`src/sv/bfp_pkg.sv`:
```
// ----------------------------------------------------------------------------
// bfp_pkg: shared types and constants for the BCD fixed-point power block
// Holds the fixed field sizes, the command/status bundles between the
// controller and the datapath, and the exponent clamp.
// ----------------------------------------------------------------------------
package bfp_pkg;

   localparam int BASE_DIGITS  = 5;
   localparam int MAX_EXPONENT = 25;
   localparam int GROUP_SIZE   = 16;
   localparam int PRINT_MAX    = 128;
   localparam int LEN_W        = 9;   // holds any digit count up to 256
   localparam int PCNT_W       = 7;   // counts printed digits below PRINT_MAX
   localparam int EXP_W        = 5;
   localparam int BIN_W        = 17;  // binary form of a five-digit base

   typedef struct packed {
      logic mul_start;
      logic print_start;
   } cmd_type;

   typedef struct packed {
      logic pass_done;
      logic print_done;
   } sts_type;

   // zero counts as one, large values clamp
   function automatic logic [EXP_W-1:0] sat_exponent(input logic [EXP_W-1:0] ex);
      logic [EXP_W-1:0] r;
      r = ex;
      if (ex == '0) r = EXP_W'(1);
      if (ex > EXP_W'(MAX_EXPONENT)) r = EXP_W'(MAX_EXPONENT);
      return r;
   endfunction

endpackage

```
`src/sv/bcd_fixed_point_power.sv`:
```
// ----------------------------------------------------------------------------
// bcd_fixed_point_power: exact decimal power of a five-digit BCD base
// Usage: present base, point position and exponent with req_start while
// busy is low; the beat is taken at that edge. The block fills its product
// memory, then runs exponent-1 multiply passes, each walking every product
// digit once through a two-stage multiply/carry pipeline via the single
// memory read port, then prints about one digit per cycle.
// Results leave as beats of up to 16 digits on rsp_*, each marked by a
// one-cycle rsp_valid; rsp_last flags the final beat. The receiver cannot
// stall, so beats go out as soon as they are packed.
// One item is in flight at a time; busy stays high until the last digit
// is packed. A zero result is a single beat holding 0.
// Reset (synchronous, active high) returns the sequencer to idle; the
// product memory is not cleared since each item overwrites it fully.
// ----------------------------------------------------------------------------
module bcd_fixed_point_power #(
   parameter int MAX_DIGITS = 128
) (
   input  logic        clock,
   input  logic        reset,
   input  logic        req_start,
   input  logic [19:0] req_base_bcd,
   input  logic [2:0]  req_point_pos,
   input  logic [4:0]  req_exponent,
   output logic        busy,
   output logic        rsp_valid,
   output logic [63:0] rsp_digit_group,
   output logic [4:0]  rsp_group_digits,
   output logic [4:0]  rsp_point_index,
   output logic        rsp_last
);
   import bfp_pkg::*;

   cmd_type cmd;
   sts_type sts;
   logic    load;

   assign load = req_start && !busy;

   bfp_controller u_ctrl (
      .clock       (clock),
      .reset       (reset),
      .load        (load),
      .req_exponent(req_exponent),
      .sts         (sts),
      .cmd         (cmd),
      .busy        (busy)
   );

   bfp_datapath #(.MAX_DIGITS(MAX_DIGITS)) u_dp (
      .clock           (clock),
      .reset           (reset),
      .load            (load),
      .req_base_bcd    (req_base_bcd),
      .req_point_pos   (req_point_pos),
      .req_exponent    (req_exponent),
      .cmd             (cmd),
      .sts             (sts),
      .rsp_valid       (rsp_valid),
      .rsp_digit_group (rsp_digit_group),
      .rsp_group_digits(rsp_group_digits),
      .rsp_point_index (rsp_point_index),
      .rsp_last        (rsp_last)
   );
endmodule

```
`src/sv/bfp_ram.sv`:
```
// ----------------------------------------------------------------------------
// bfp_ram: generic single-port-write, single-port-read RAM
// One write and one registered read per cycle.
// ----------------------------------------------------------------------------
module bfp_ram #(
   parameter int WIDTH = 4,
   parameter int DEPTH = 128
) (
   input  logic                     clock,
   input  logic                     wr_en,
   input  logic [$clog2(DEPTH)-1:0] wr_addr,
   input  logic [WIDTH-1:0]         wr_data,
   input  logic [$clog2(DEPTH)-1:0] rd_addr,
   output logic [WIDTH-1:0]         rd_data
);
   logic [WIDTH-1:0] mem [DEPTH];
   logic [WIDTH-1:0] rd_data_ff;

   always_ff @(posedge clock) begin
      if (wr_en) mem[wr_addr] <= wr_data;
      rd_data_ff <= mem[rd_addr];
   end

   assign rd_data = rd_data_ff;
endmodule

```
`src/sv/bfp_datapath.sv`:
```
// ----------------------------------------------------------------------------
// bfp_datapath: product memory, digit-serial multiplier and printer
// Walks the product one digit a cycle multiplying by the binary base with a
// running carry, tracks the highest and lowest nonzero digit, then reads the
// digits back most significant first and packs them into groups.
// ----------------------------------------------------------------------------
module bfp_datapath #(
   parameter int MAX_DIGITS = 128
) (
   input  logic                  clock,
   input  logic                  reset,
   input  logic                  load,
   input  logic [19:0]           req_base_bcd,
   input  logic [2:0]            req_point_pos,
   input  logic [4:0]            req_exponent,
   input  bfp_pkg::cmd_type      cmd,
   output bfp_pkg::sts_type      sts,
   output logic                  rsp_valid,
   output logic [63:0]           rsp_digit_group,
   output logic [4:0]            rsp_group_digits,
   output logic [4:0]            rsp_point_index,
   output logic                  rsp_last
);
   import bfp_pkg::*;

   localparam int AW = $clog2(MAX_DIGITS);
   localparam logic [LEN_W-1:0] LAST_IDX = LEN_W'(MAX_DIGITS - 1);

   // operand registers
   logic [3:0]       mult_ff [8];
   logic [BIN_W-1:0] b_ff;
   logic [7:0]       frac_ff;

   // walk control
   logic             run_ff, init_ff;
   logic [LEN_W-1:0] j_ff;
   logic             s1_v_ff, s2_v_ff;
   logic [AW-1:0]    s1_idx_ff, s2_idx_ff;
   logic [19:0]      prod_ff;
   logic [16:0]      carry_ff;

   // nonzero tracking
   logic [LEN_W-1:0] hi_ff, lo_ff;
   logic             lo_found_ff;

   // printer
   logic             pr_run_ff, has_frac_ff, zero_done_ff;
   logic [LEN_W-1:0] cur_ff, end_ff;
   logic [PCNT_W-1:0] emit_cnt_ff;
   logic             t_v_ff, t_last_ff, t_pt_ff, t_oob_ff;
   logic [59:0]      grp_ff;
   logic [4:0]       gcnt_ff, gpt_ff;

   // result registers
   logic             rsp_valid_ff, rsp_last_ff;
   logic [63:0]      rsp_group_ff;
   logic [4:0]       rsp_cnt_ff, rsp_pt_ff;

   // memory ports
   logic             wr_en;
   logic [AW-1:0]    wr_addr, rd_addr;
   logic [3:0]       wr_data, rd_data;

   bfp_ram #(.WIDTH(4), .DEPTH(MAX_DIGITS)) u_prod_ram (
      .clock  (clock),
      .wr_en  (wr_en),
      .wr_addr(wr_addr),
      .wr_data(wr_data),
      .rd_addr(rd_addr),
      .rd_data(rd_data)
   );

   // input decode: saturate digits, form binary base and point count
   logic [3:0]       dig_in [8];
   logic [BIN_W-1:0] b_in;
   logic [2:0]       pos_sat;
   logic [EXP_W-1:0] ex_sat;
   logic [7:0]       frac_in;
   always_comb begin
      b_in = '0;
      for (int i = 0; i < 8; i++) dig_in[i] = 4'd0;
      for (int i = 0; i < BASE_DIGITS; i++) begin
         dig_in[i] = req_base_bcd[4*i +: 4];
         if (dig_in[i] > 4'd9) dig_in[i] = 4'd9;
      end
      for (int i = BASE_DIGITS - 1; i >= 0; i--)
         b_in = BIN_W'(b_in * BIN_W'(10)) + BIN_W'(dig_in[i]);
      pos_sat = (req_point_pos > 3'(BASE_DIGITS)) ? 3'(BASE_DIGITS) : req_point_pos;
      ex_sat  = sat_exponent(req_exponent);
      frac_in = 8'(pos_sat) * 8'(ex_sat);
   end

   // carry stage: acc = prod + carry, split by ten via reciprocal
   logic [19:0] acc;
   logic [51:0] recip;
   logic [19:0] quo;
   logic [3:0]  rem;
   always_comb begin
      acc   = prod_ff + 20'(carry_ff);
      recip = 52'(acc) * 52'd429496730;
      quo   = recip[51:32];
      rem   = 4'(acc - 20'(quo * 20'd10));
   end

   // write port: fill pass or carry stage
   always_comb begin
      if (run_ff && init_ff) begin
         wr_en   = 1'b1;
         wr_addr = j_ff[AW-1:0];
         wr_data = (j_ff < LEN_W'(8)) ? mult_ff[j_ff[2:0]] : 4'd0;
      end else begin
         wr_en   = s2_v_ff;
         wr_addr = s2_idx_ff;
         wr_data = rem;
      end
      rd_addr = pr_run_ff ? cur_ff[AW-1:0] : j_ff[AW-1:0];
   end

   // status to the controller
   always_comb begin
      sts.pass_done  = (run_ff && init_ff && j_ff == LAST_IDX) ||
                       (s2_v_ff && s2_idx_ff == AW'(MAX_DIGITS - 1));
      sts.print_done = (t_v_ff && t_last_ff) || zero_done_ff;
   end

   // print setup values
   logic [LEN_W-1:0] frac9, splus;
   logic             has_frac, is_zero;
   always_comb begin
      frac9    = LEN_W'(frac_ff);
      has_frac = lo_found_ff && (lo_ff < frac9);
      splus    = (hi_ff > frac9) ? hi_ff : frac9;
      is_zero  = !(hi_ff > frac9) && !has_frac;
   end

   // group append
   logic [3:0] app_d;
   logic [4:0] app_cnt;
   assign app_d   = t_oob_ff ? 4'd0 : rd_data;
   assign app_cnt = gcnt_ff + 5'd1;

   // control registers
   always_ff @(posedge clock) begin
      if (reset) begin
         run_ff       <= 1'b0;
         init_ff      <= 1'b0;
         s1_v_ff      <= 1'b0;
         s2_v_ff      <= 1'b0;
         pr_run_ff    <= 1'b0;
         t_v_ff       <= 1'b0;
         zero_done_ff <= 1'b0;
         rsp_valid_ff <= 1'b0;
         lo_found_ff  <= 1'b0;
      end else begin
         zero_done_ff <= 1'b0;
         rsp_valid_ff <= 1'b0;
         s1_v_ff      <= run_ff && !init_ff;
         s2_v_ff      <= s1_v_ff;
         if (run_ff && j_ff == LAST_IDX) run_ff <= 1'b0;
         if (load || cmd.mul_start) begin
            run_ff      <= 1'b1;
            init_ff     <= load;
            lo_found_ff <= 1'b0;
         end
         if (wr_en && wr_data != 4'd0 && !lo_found_ff) lo_found_ff <= 1'b1;
         // printer issue
         t_v_ff <= pr_run_ff;
         if (pr_run_ff && (cur_ff == end_ff || emit_cnt_ff == PCNT_W'(PRINT_MAX - 1)))
            pr_run_ff <= 1'b0;
         if (cmd.print_start) begin
            if (is_zero) begin
               zero_done_ff <= 1'b1;
               rsp_valid_ff <= 1'b1;
            end else begin
               pr_run_ff <= 1'b1;
            end
         end
         if (t_v_ff && (app_cnt == 5'(GROUP_SIZE) || t_last_ff)) rsp_valid_ff <= 1'b1;
      end
   end

   // payload registers
   always_ff @(posedge clock) begin
      if (load) begin
         for (int i = 0; i < 8; i++) mult_ff[i] <= dig_in[i];
         b_ff    <= b_in;
         frac_ff <= frac_in;
      end
      // walk
      if (run_ff) j_ff <= j_ff + LEN_W'(1);
      if (load || cmd.mul_start) begin
         j_ff     <= '0;
         carry_ff <= '0;
         hi_ff    <= '0;
         lo_ff    <= '0;
      end
      s1_idx_ff <= j_ff[AW-1:0];
      s2_idx_ff <= s1_idx_ff;
      prod_ff   <= 20'(21'(rd_data) * 21'(b_ff));
      if (s2_v_ff) carry_ff <= quo[16:0];
      // nonzero tracking
      if (wr_en && wr_data != 4'd0) begin
         hi_ff <= LEN_W'(wr_addr) + LEN_W'(1);
         if (!lo_found_ff) lo_ff <= LEN_W'(wr_addr);
      end
      // printer setup and issue
      if (cmd.print_start) begin
         cur_ff      <= splus - LEN_W'(1);
         end_ff      <= has_frac ? lo_ff : frac9;
         has_frac_ff <= has_frac;
         emit_cnt_ff <= '0;
         grp_ff      <= '0;
         gcnt_ff     <= '0;
         gpt_ff      <= 5'd16;
         if (is_zero) begin
            rsp_group_ff <= '0;
            rsp_cnt_ff   <= 5'd1;
            rsp_pt_ff    <= 5'd16;
            rsp_last_ff  <= 1'b1;
         end
      end
      if (pr_run_ff) begin
         cur_ff      <= cur_ff - LEN_W'(1);
         emit_cnt_ff <= emit_cnt_ff + PCNT_W'(1);
      end
      t_last_ff <= (cur_ff == end_ff) || (emit_cnt_ff == PCNT_W'(PRINT_MAX - 1));
      t_pt_ff   <= has_frac_ff && (cur_ff == frac9 - LEN_W'(1));
      t_oob_ff  <= cur_ff >= LEN_W'(MAX_DIGITS);
      // group packing
      if (t_v_ff) begin
         if (app_cnt == 5'(GROUP_SIZE) || t_last_ff) begin
            rsp_group_ff <= {grp_ff, app_d};
            rsp_cnt_ff   <= app_cnt;
            rsp_pt_ff    <= t_pt_ff ? gcnt_ff : gpt_ff;
            rsp_last_ff  <= t_last_ff;
            grp_ff       <= '0;
            gcnt_ff      <= '0;
            gpt_ff       <= 5'd16;
         end else begin
            grp_ff  <= {grp_ff[55:0], app_d};
            gcnt_ff <= app_cnt;
            if (t_pt_ff) gpt_ff <= gcnt_ff;
         end
      end
   end

   assign rsp_valid        = rsp_valid_ff;
   assign rsp_digit_group  = rsp_group_ff;
   assign rsp_group_digits = rsp_cnt_ff;
   assign rsp_point_index  = rsp_pt_ff;
   assign rsp_last         = rsp_last_ff;
endmodule

```
`src/sv/bfp_controller.sv`:
```
// ----------------------------------------------------------------------------
// bfp_controller: sequencer for fill, multiply passes and printing
// Counts the remaining multiplications and steps the datapath through them.
// ----------------------------------------------------------------------------
module bfp_controller (
   input  logic                      clock,
   input  logic                      reset,
   input  logic                      load,
   input  logic [4:0]                req_exponent,
   input  bfp_pkg::sts_type          sts,
   output bfp_pkg::cmd_type          cmd,
   output logic                      busy
);
   import bfp_pkg::*;

   typedef enum logic [1:0] {IDLE, FILL, MULT, PRINT} state_type;

   state_type        state_ff;
   cmd_type          cmd_ff;
   logic [EXP_W-1:0] mul_left_ff;

   // state, command pulses and pass count
   always_ff @(posedge clock) begin
      if (reset) begin
         state_ff    <= IDLE;
         cmd_ff      <= '0;
         mul_left_ff <= '0;
      end else begin
         cmd_ff <= '0;
         case (state_ff)
            IDLE: begin
               if (load) begin
                  mul_left_ff <= sat_exponent(req_exponent) - EXP_W'(1);
                  state_ff    <= FILL;
               end
            end
            FILL, MULT: begin
               if (sts.pass_done) begin
                  if (mul_left_ff == '0) begin
                     cmd_ff.print_start <= 1'b1;
                     state_ff           <= PRINT;
                  end else begin
                     cmd_ff.mul_start <= 1'b1;
                     mul_left_ff      <= mul_left_ff - EXP_W'(1);
                     state_ff         <= MULT;
                  end
               end
            end
            PRINT: begin
               if (sts.print_done) state_ff <= IDLE;
            end
            default: state_ff <= IDLE;
         endcase
      end
   end

   assign cmd  = cmd_ff;
   assign busy = (state_ff != IDLE);
endmodule
```
`config.mk`:
```
export PLATFORM = sky130hd
export DESIGN_NAME = bcd_fixed_point_power
export DESIGN_NICKNAME = d
export VERILOG_FILES = /design/src/sv/bfp_pkg.sv /design/src/sv/bcd_fixed_point_power.sv /design/src/sv/bfp_ram.sv /design/src/sv/bfp_datapath.sv /design/src/sv/bfp_controller.sv
export SDC_FILE = /design/constraint.sdc
export NUM_CORES = 2
export LEC_CHECK = 0
export BUFFER_PORTS_ARGS = -buffer_cell sky130_fd_sc_hd__buf_4
export CORE_MARGIN = 2
export CORE_UTILIZATION = 52
export CTS_CLUSTER_DIAMETER = 120
export CTS_CLUSTER_SIZE = 16
export DETAILED_ROUTE_END_ITERATION = 12
export PLACE_DENSITY = 0.68
export SLEW_MARGIN = 20
export SYNTH_ARGS = -nofsm -noshare
export SYNTH_HDL_FRONTEND = slang
export SYNTH_SLANG_ARGS = --single-unit
```
`constraint.sdc`:
```
create_clock -name clock -period 21.8 [get_ports clock]
set_clock_uncertainty 0.05 [all_clocks]
set_input_delay 2.18 -clock clock [delete_from_list [all_inputs] [get_ports clock]]
set_output_delay 2.18 -clock clock [all_outputs]
set_load 0.01 [all_outputs]
```
; After elaboration in Yosys (flattened, before gate mapping)
; Memories as Yosys holds them, arrays and structs flattened. A register that Yosys moved wholly into a read port is not among the register bits.
; Cells that the tools add are included.
[op_classes]
addsub = 15
multipliers = 8
magnitude_cmp = 11
n_eq_ne = 13
mux = 84
bitwise = 2
n_reduce_logical = 40
[op_table]
columns = operator, n
row1 = 64-bit 2-to-1 mux, 4
row2 = 60-bit 2-to-1 mux, 3
row3 = 5-bit 2-to-1 mux, 24
row4 = 9-bit 2-to-1 mux, 8
row5 = 17-bit by 4-bit adder with 17-bit output, 4
row6 = 17-bit by 3-bit multiplier with 16-bit output (second input constant), 3
row7 = 20-bit by 28-bit multiplier with 48-bit output (second input constant), 1
row8 = 17-bit 2-to-1 mux, 2
row9 = 4-bit 2-to-1 mux, 8
row10 = 7-bit 2-to-1 mux, 4
row11 = 1-bit 2-to-1 mux, 22
row12 = 20-bit by 17-bit adder with 20-bit output, 1
row13 = 4-bit greater-than comparator (second input constant), 5
row14 = 4-bit by 17-bit multiplier with 20-bit output, 1
row15 = 9-bit == test, 2
row16 = 9-bit by 1-bit subtractor with 9-bit output (second input constant), 2
row17 = 17-bit by 3-bit multiplier with 3-bit output (second input constant), 1
row18 = 2-bit nonzero test, 8
row19 = 7-bit == test (second input constant), 2
row20 = 1-bit logical AND, 14
row21 = 5-bit zero test, 2
row22 = 5-bit case mux with 2 select lines, 1
row23 = 5-bit by 1-bit subtractor with 5-bit output (second input constant), 2
row24 = 9-bit by 1-bit adder with 9-bit output (second input constant), 1
row25 = 32 further kinds, 48
[word_totals]
regBits = 295
mem_bits_rw = 544
input_bits = 31
output_inout_bits = 77
wordCells = 212
n_memories = 2
[memory_table]
columns = name, words, word_bits, read_ports, rd_ports_with_merged_regs, wr, line_no
row1 = u_dp.u_prod_ram.mem, 128, 4, 1, 1, 1, bfp_ram.sv:16  ; logic [WIDTH-1:0] mem [DEPTH];
row2 = u_dp.mult_ff, 8, 4, 1, 1, 8, bfp_datapath.sv:30  ; logic [3:0] mult_ff [8];

; Longest topological paths before layout
[logic_depth]
ltp_word = 10
depth_mapped = 41
mapped_depth_nobuf = 40

; By module
; From an unflattened synthesis, not the netlist that was laid out.
[hier_totals]
hier_cells = 3442
area_unflattened_um2 = 45477.4
[modules_own_cells]
columns = module, instances, cells_each, area_each_um2, seq_area_each_um2
row1 = bfp_datapath, 1, 2457, 24627.4, 7747.4
row2 = bfp_ram, 1, 908, 20193.1, 15454.8
row3 = bfp_controller, 1, 76, 643.1, 180.2
row4 = bcd_fixed_point_power, 1, 1, 13.8, 0.0

; Worst setup path after synthesis
; No wires, ideal clock.
[synth_path]
path_kind = register to register
start = reg u_dp.carry_ff[0]
end = reg u_dp.lo_ff[8]
setup_time_ns = 0.116
arrival_ns = 12.710
required_ns = 21.634
slack_ns = 8.924
path_stages_with_launch = 40
path_buffers = 1
period_less_slack_ns = 12.876
path_cell_list = edfxtp_1 > ha_1 > fa_1 > a21o_1 > a21oi_1 > nor2b_1 > o21a_1 > o41ai_2 > o21ai_0 > nor4_1 > o31ai_1 > nor2_1 > xnor2_1 > ha_1 > inv_1 > fa_1 > inv_1 > fa_1 > [4 not listed] > fa_1 > fa_1 > ha_1 > and4_1 > nand3_1 > a21oi_1 > o21ai_1 > a31o_1 > o21bai_1 > xor2_1 > fa_1 > o22ai_1 > nor4b_1 > inv_1 > o21ai_4 > or2_1 > buf_6 > and3_1
[synth_via]
elab_chain_len = 8
[synth_lines]
columns = item, line_no
row1 = "start, declared", bfp_datapath.sv:40  ; logic [16:0] carry_ff;
row2 = "start signal, assigned", bfp_datapath.sv:200  ; if (s2_v_ff) carry_ff <= quo[16:0];
row3 = 20-bit by 17-bit adder with 20-bit output, bfp_datapath.sv:99  ; acc = prod_ff + 20'(carry_ff);
row4 = 20-bit by 28-bit multiplier with 48-bit output, bfp_datapath.sv:100  ; recip = 52'(acc) * 52'd429496730;
row5 = net u_dp.quo[1], bfp_datapath.sv:96  ; logic [19:0] quo;
row6 = 17-bit by 3-bit multiplier with 3-bit output, bfp_datapath.sv:102  ; rem = 4'(acc - 20'(quo * 20'd10));
row7 = 4-bit subtractor, bfp_datapath.sv:102
row8 = 4-bit 2-to-1 mux, bfp_datapath.sv:107  ; if (run_ff && init_ff) begin
row9 = net u_dp.u_prod_ram.wr_data[2], bfp_ram.sv:12  ; input logic [WIDTH-1:0] wr_data,
row10 = 4-bit nonzero test, bfp_datapath.sv:202  ; if (wr_en && wr_data != 4'd0) begin
row11 = 1-bit logical AND, bfp_datapath.sv:202
row12 = 9-bit 2-to-1 mux, bfp_datapath.sv:202
row13 = "end signal, assigned", bfp_datapath.sv:204  ; if (!lo_found_ff) lo_ff <= LEN_W'(wr_addr);
row14 = "end, declared", bfp_datapath.sv:43  ; logic [LEN_W-1:0] hi_ff, lo_ff;
; The timed path passes the listed nets, and every way through them passes these cells.
; A chain may end at the register's enable or synchronous reset.

; Worst setup path in the final report
[layout_path]
start = reg u_dp.carry_ff[0]
end = mem u_dp.u_prod_ram.mem[118][3] (data pin)
[layout_via]
elab_chain_len = 5
[layout_lines]
columns = item, line_no
row1 = 20-bit by 17-bit adder with 20-bit output, bfp_datapath.sv:99
row2 = 20-bit by 28-bit multiplier with 48-bit output, bfp_datapath.sv:100
row3 = net u_dp.quo[1], bfp_datapath.sv:96
row4 = 17-bit by 3-bit multiplier with 3-bit output, bfp_datapath.sv:102
row5 = 4-bit subtractor, bfp_datapath.sv:102
row6 = 4-bit 2-to-1 mux, bfp_datapath.sv:107
row7 = net u_dp.u_prod_ram.wr_data[3], bfp_ram.sv:12
row8 = "end, declared", bfp_ram.sv:16
; The timed path passes the listed nets, and every way through them passes these cells.

==> impl_summary.md <==
Clock tree
The H-tree was split into 2 levels. The clock reaches the later pin of the worst-skew pair after 0.68 ns. Counting along the longest clock path gives a buffer depth of 3. The clock tree from TritonCTS is built. The post-cts sizing count is 0. The sink count of the clock tree is 832. The total setup buffers inserted after CTS is 0. The tree is rooted in a sky130_fd_sc_hd__clkbuf_16.

After clock tree synthesis, the flow added hold-fix buffers numbering 0. The number of clock buffers added by TritonCTS is 59. After clock tree synthesis, the clock-pin slew on the worst setup and hold paths is 0.07 ns.

Min path
The kind of path behind the tightest hold check is flop to flop.

Global route
The total grt overflow is 0. The number of antenna violations at the first check in global routing is 0. The via count of the first global-routing pass came to 26878. The first global-routing pass estimated 150 mm of wire. Entering global routing, the biggest net connects 129 pins. Across every metal layer, demand over resource in global routing totals 0.213.

Layout
The layout cell share with drive strength beyond 1 is 0.107. The final layout contains 4105 nets. The area growth from synthesis to layout is 8.69%. The post-layout instance count excluding filler cells is 4761. The repair_antennas step left the layout with diodes totalling 0.

Leaving out fill and tap cells, the most frequent cell in the layout is sky130_fd_sc_hd__edfxtp_1. Leaving out fill and tap cells, the most frequent cells in the layout are 672 x sky130_fd_sc_hd__edfxtp_1, 363 x sky130_fd_sc_hd__nor2_1, 329 x sky130_fd_sc_hd__ha_1. The number of fill cells in the layout is 7037.

STA
The final-report setup violation count is 0. The final count of pins violating max slew came to 0. The post-route clock period utilization is 0.518. The achievable frequency is 88.5 MHz.

The slew of the pin with the lowest slew margin is 1.19 ns. Setup repair after global routing left no endpoint under its margin. The tightest hold path in the finished design has a slack of 0.279 ns. The worst path meets setup with 10.50 ns of slack. The final count of hold timing violations is 0.

The remaining max-slew budget at the tightest pin is 0.202. Summed over all failing endpoints, the final setup total negative slack is 0 ns. After layout, the minimum clock period comes to 11.30 ns.

Yosys
The number of register bits inferred by synthesis is 832. The number of synthesis warnings is 0. By area the synthesized netlist is led by sky130_fd_sc_hd__edfxtp_1 45%, sky130_fd_sc_hd__ha_1 9.2%, sky130_fd_sc_hd__fa_1 7.4%, sky130_fd_sc_hd__dfxtp_1 7.1%, sky130_fd_sc_hd__mux4_2 6.7%. The number of instances in the synthesized netlist is 3512.

Of all flip-flops after synthesis, the portion carrying an async set or reset was 0. The commonest register cell after synthesis is sky130_fd_sc_hd__edfxtp_1. The count of flip-flops with a built-in enable after synthesis is 672. The mean instance size in the synthesized netlist is 12.8 um2. Of the post-synthesis cell area, the dominant cell type holds 0.450.

The cell area after synthesis is 44900 um2. The sequential area share after synthesis is 0.521. Of all cell types, the one taking the most synthesized area is sky130_fd_sc_hd__edfxtp_1.

The number of different library cells in the post-synthesis netlist is 81.

Setup path
The endpoint class of the critical path is a flop. Counting stages on the worst path, the most repeated cell is sky130_fd_sc_hd__fa_1. Data on the critical path is required at its endpoint by 22.07 ns. The arrival time at the worst endpoint is 11.57 ns. The largest individual stage delay along the critical path comes from the cell sky130_fd_sc_hd__buf_4. STA classifies the critical path startpoint as a flop. The category of the critical setup timing path is flop to flop. The longest individual stage delay on the worst path is 0.74 ns. In this run the worst path has a maximum fanout of 91.

Die
The area of the core is 85400 um2. In this run the vertical extent of the chip is 298 um. The number of placement rows is 107. For this configuration, the core starts out at a cell density of 0.525. The die is 298 um wide.

The floorplan step defined a die boundary enclosing 88700 um2. The boundary pin count is 108.

Drt
After detailed routing, the number of vias per cell comes to 5.60. The number of remaining DRC errors is 0. The via count of the routed design is 26648. The first detailed-routing pass ran for 5 iterations.

The number of DRC markers after the initial detailed-route iteration is 2040. The final wirelength is 93.4 mm. In the final routed layout, each cell accounts on average for 19.6 um. The count of antenna-violating nets left after detailed routing is 0.

Outcome
The flow ran to the end, and the final reports show no timing, DRC or antenna violations.

Place
OpenSTA, run right after detailed placement, puts the worst setup slack at 10.53 ns. The number of buffers added on ports is 107. Routability-driven placement finished with a final weighted congestion of 0.877. Once placement completed, the tool counted placed cells totaling 4660.

The HPWL after detailed placement is 64.9 mm.

Job
The max-capacitance violation count is 0.
final timing paths:
kind                                               endpoint               from  cells after the start  slack, ns
worst max-delay path            u_dp.u_prod_ram.mem[118][3]   u_dp.carry_ff[0]                     37      10.50
worst max register to register  u_dp.u_prod_ram.mem[118][3]   u_dp.carry_ff[0]                     37      10.50
worst min-delay path                      u_dp.s2_idx_ff[2]  u_dp.s1_idx_ff[2]                      0       0.28
worst min register to register            u_dp.s2_idx_ff[2]  u_dp.s1_idx_ff[2]                      0       0.28
per-layer routing:
layer	vias to the layer above	GRT usage	part of all wire
li1	12759	-	-
met1	13118	0.304	0.45
met2	647	0.347	0.47
met3	124	0.0317	0.057
met4	0	0.0481	0.021
met5	-	0	0
cell type report:
type                       count  area [um2]  share of cell area
timing repair buffer         143        1120              0.0230
sequential                   832       23400               0.479
clock inverter                 6         143             0.00292
clock buffer                  93        1610              0.0331
multi-input combinational   2273       20100               0.411
inverter                     270        1010              0.0208
tap                         1144        1430              0.0293
Yosys cell counts (4+ instances only):
cell                        instances
sky130_fd_sc_hd__o21a_1            10
sky130_fd_sc_hd__and2_1            98
sky130_fd_sc_hd__nand3_1           52
sky130_fd_sc_hd__fa_1             166
sky130_fd_sc_hd__dfxtp_1          160
sky130_fd_sc_hd__mux2i_1           38
sky130_fd_sc_hd__inv_1            267
sky130_fd_sc_hd__a21oi_1           98
sky130_fd_sc_hd__a221oi_1           4
sky130_fd_sc_hd__a21o_1            45
sky130_fd_sc_hd__nor4_1             8
sky130_fd_sc_hd__or2_2             12
sky130_fd_sc_hd__a221o_1            4
sky130_fd_sc_hd__and3_1            80
sky130_fd_sc_hd__nand2_1          212
sky130_fd_sc_hd__xor2_1            72
sky130_fd_sc_hd__mux4_2           133
sky130_fd_sc_hd__nor2_1           364
sky130_fd_sc_hd__nand4_1           19
sky130_fd_sc_hd__xnor2_1           97
sky130_fd_sc_hd__or3_1             15
sky130_fd_sc_hd__a2111oi_0          4
sky130_fd_sc_hd__buf_4              4
sky130_fd_sc_hd__a311oi_1          16
sky130_fd_sc_hd__o31ai_1            4
sky130_fd_sc_hd__ha_1             329
sky130_fd_sc_hd__clkbuf_1         111
sky130_fd_sc_hd__nor3b_1           13
sky130_fd_sc_hd__nor3_1            90
sky130_fd_sc_hd__o211ai_1           7
sky130_fd_sc_hd__buf_2             16
sky130_fd_sc_hd__a211oi_1          56
sky130_fd_sc_hd__o22ai_1            4
sky130_fd_sc_hd__o21bai_1           8
sky130_fd_sc_hd__nor2b_1           44
sky130_fd_sc_hd__a31oi_1           25
sky130_fd_sc_hd__nand2b_1          19
sky130_fd_sc_hd__edfxtp_1         672
sky130_fd_sc_hd__buf_1              7
sky130_fd_sc_hd__o21ai_0           61
sky130_fd_sc_hd__a32o_1             4
through the flow:
stage / area, um2 / utilization
floorplan: 44900 / -
global placement: 47000 / 0.550
detailed placement: 47000 / 0.550
CTS: 48700 / 0.570
global route: 48800 / 0.571
finish: 48800 / 0.571
cells by family (layout without fill, tap and decap cells):
logic type                 count (synthesis)  count (layout)  share of synthesized area
muxes                                    173             173                     0.0757
adders and majority gates                495             495                      0.166
buffers and inverters                    409             512                     0.0352
AOI/OAI and AO/OA                        385             385                     0.0573
DFF                                      832             832                      0.521
xor gates and xnor gates                 171             171                     0.0338
and+or+nand+nor                         1045            1045                      0.111
other                                      2               4                   0.000167
critical path, delay by kind of cell (launching register included):
family | cells | cell delay [ns]
simple gates | 6 | 1.33
xor+xnor | 4 | 0.71
compound gates | 10 | 2.23
flops | 1 | 0.38
mux | 1 | 0.29
fa+ha+maj | 11 | 4.81
buf+inv | 5 | 1.10
registers in the layout, indices dropped and copies added, names as in the netlist, 7 cells and up, named ones only:
| name | flops |
|---|---|
| u_dp.u_prod_ram.mem | 512 |
| u_dp.rsp_digit_group | 64 |
| u_dp.grp_ff | 60 |
| u_dp.prod_ff | 20 |
| u_dp.mult_ff | 19 |
| u_dp.b_ff | 17 |
| u_dp.carry_ff | 17 |
| u_dp.cur_ff | 9 |
| u_dp.end_ff | 9 |
| u_dp.j_ff | 9 |
| u_dp.lo_ff | 9 |
| u_dp.frac_ff | 8 |
| u_dp.hi_ff | 8 |
| u_dp.emit_cnt_ff | 7 |
| u_dp.s1_idx_ff | 7 |
| u_dp.s2_idx_ff | 7 |
Power is left out: the tool's default activity adds up to more than one toggle a clock period on the data nets, which glitch-free logic cannot reach.
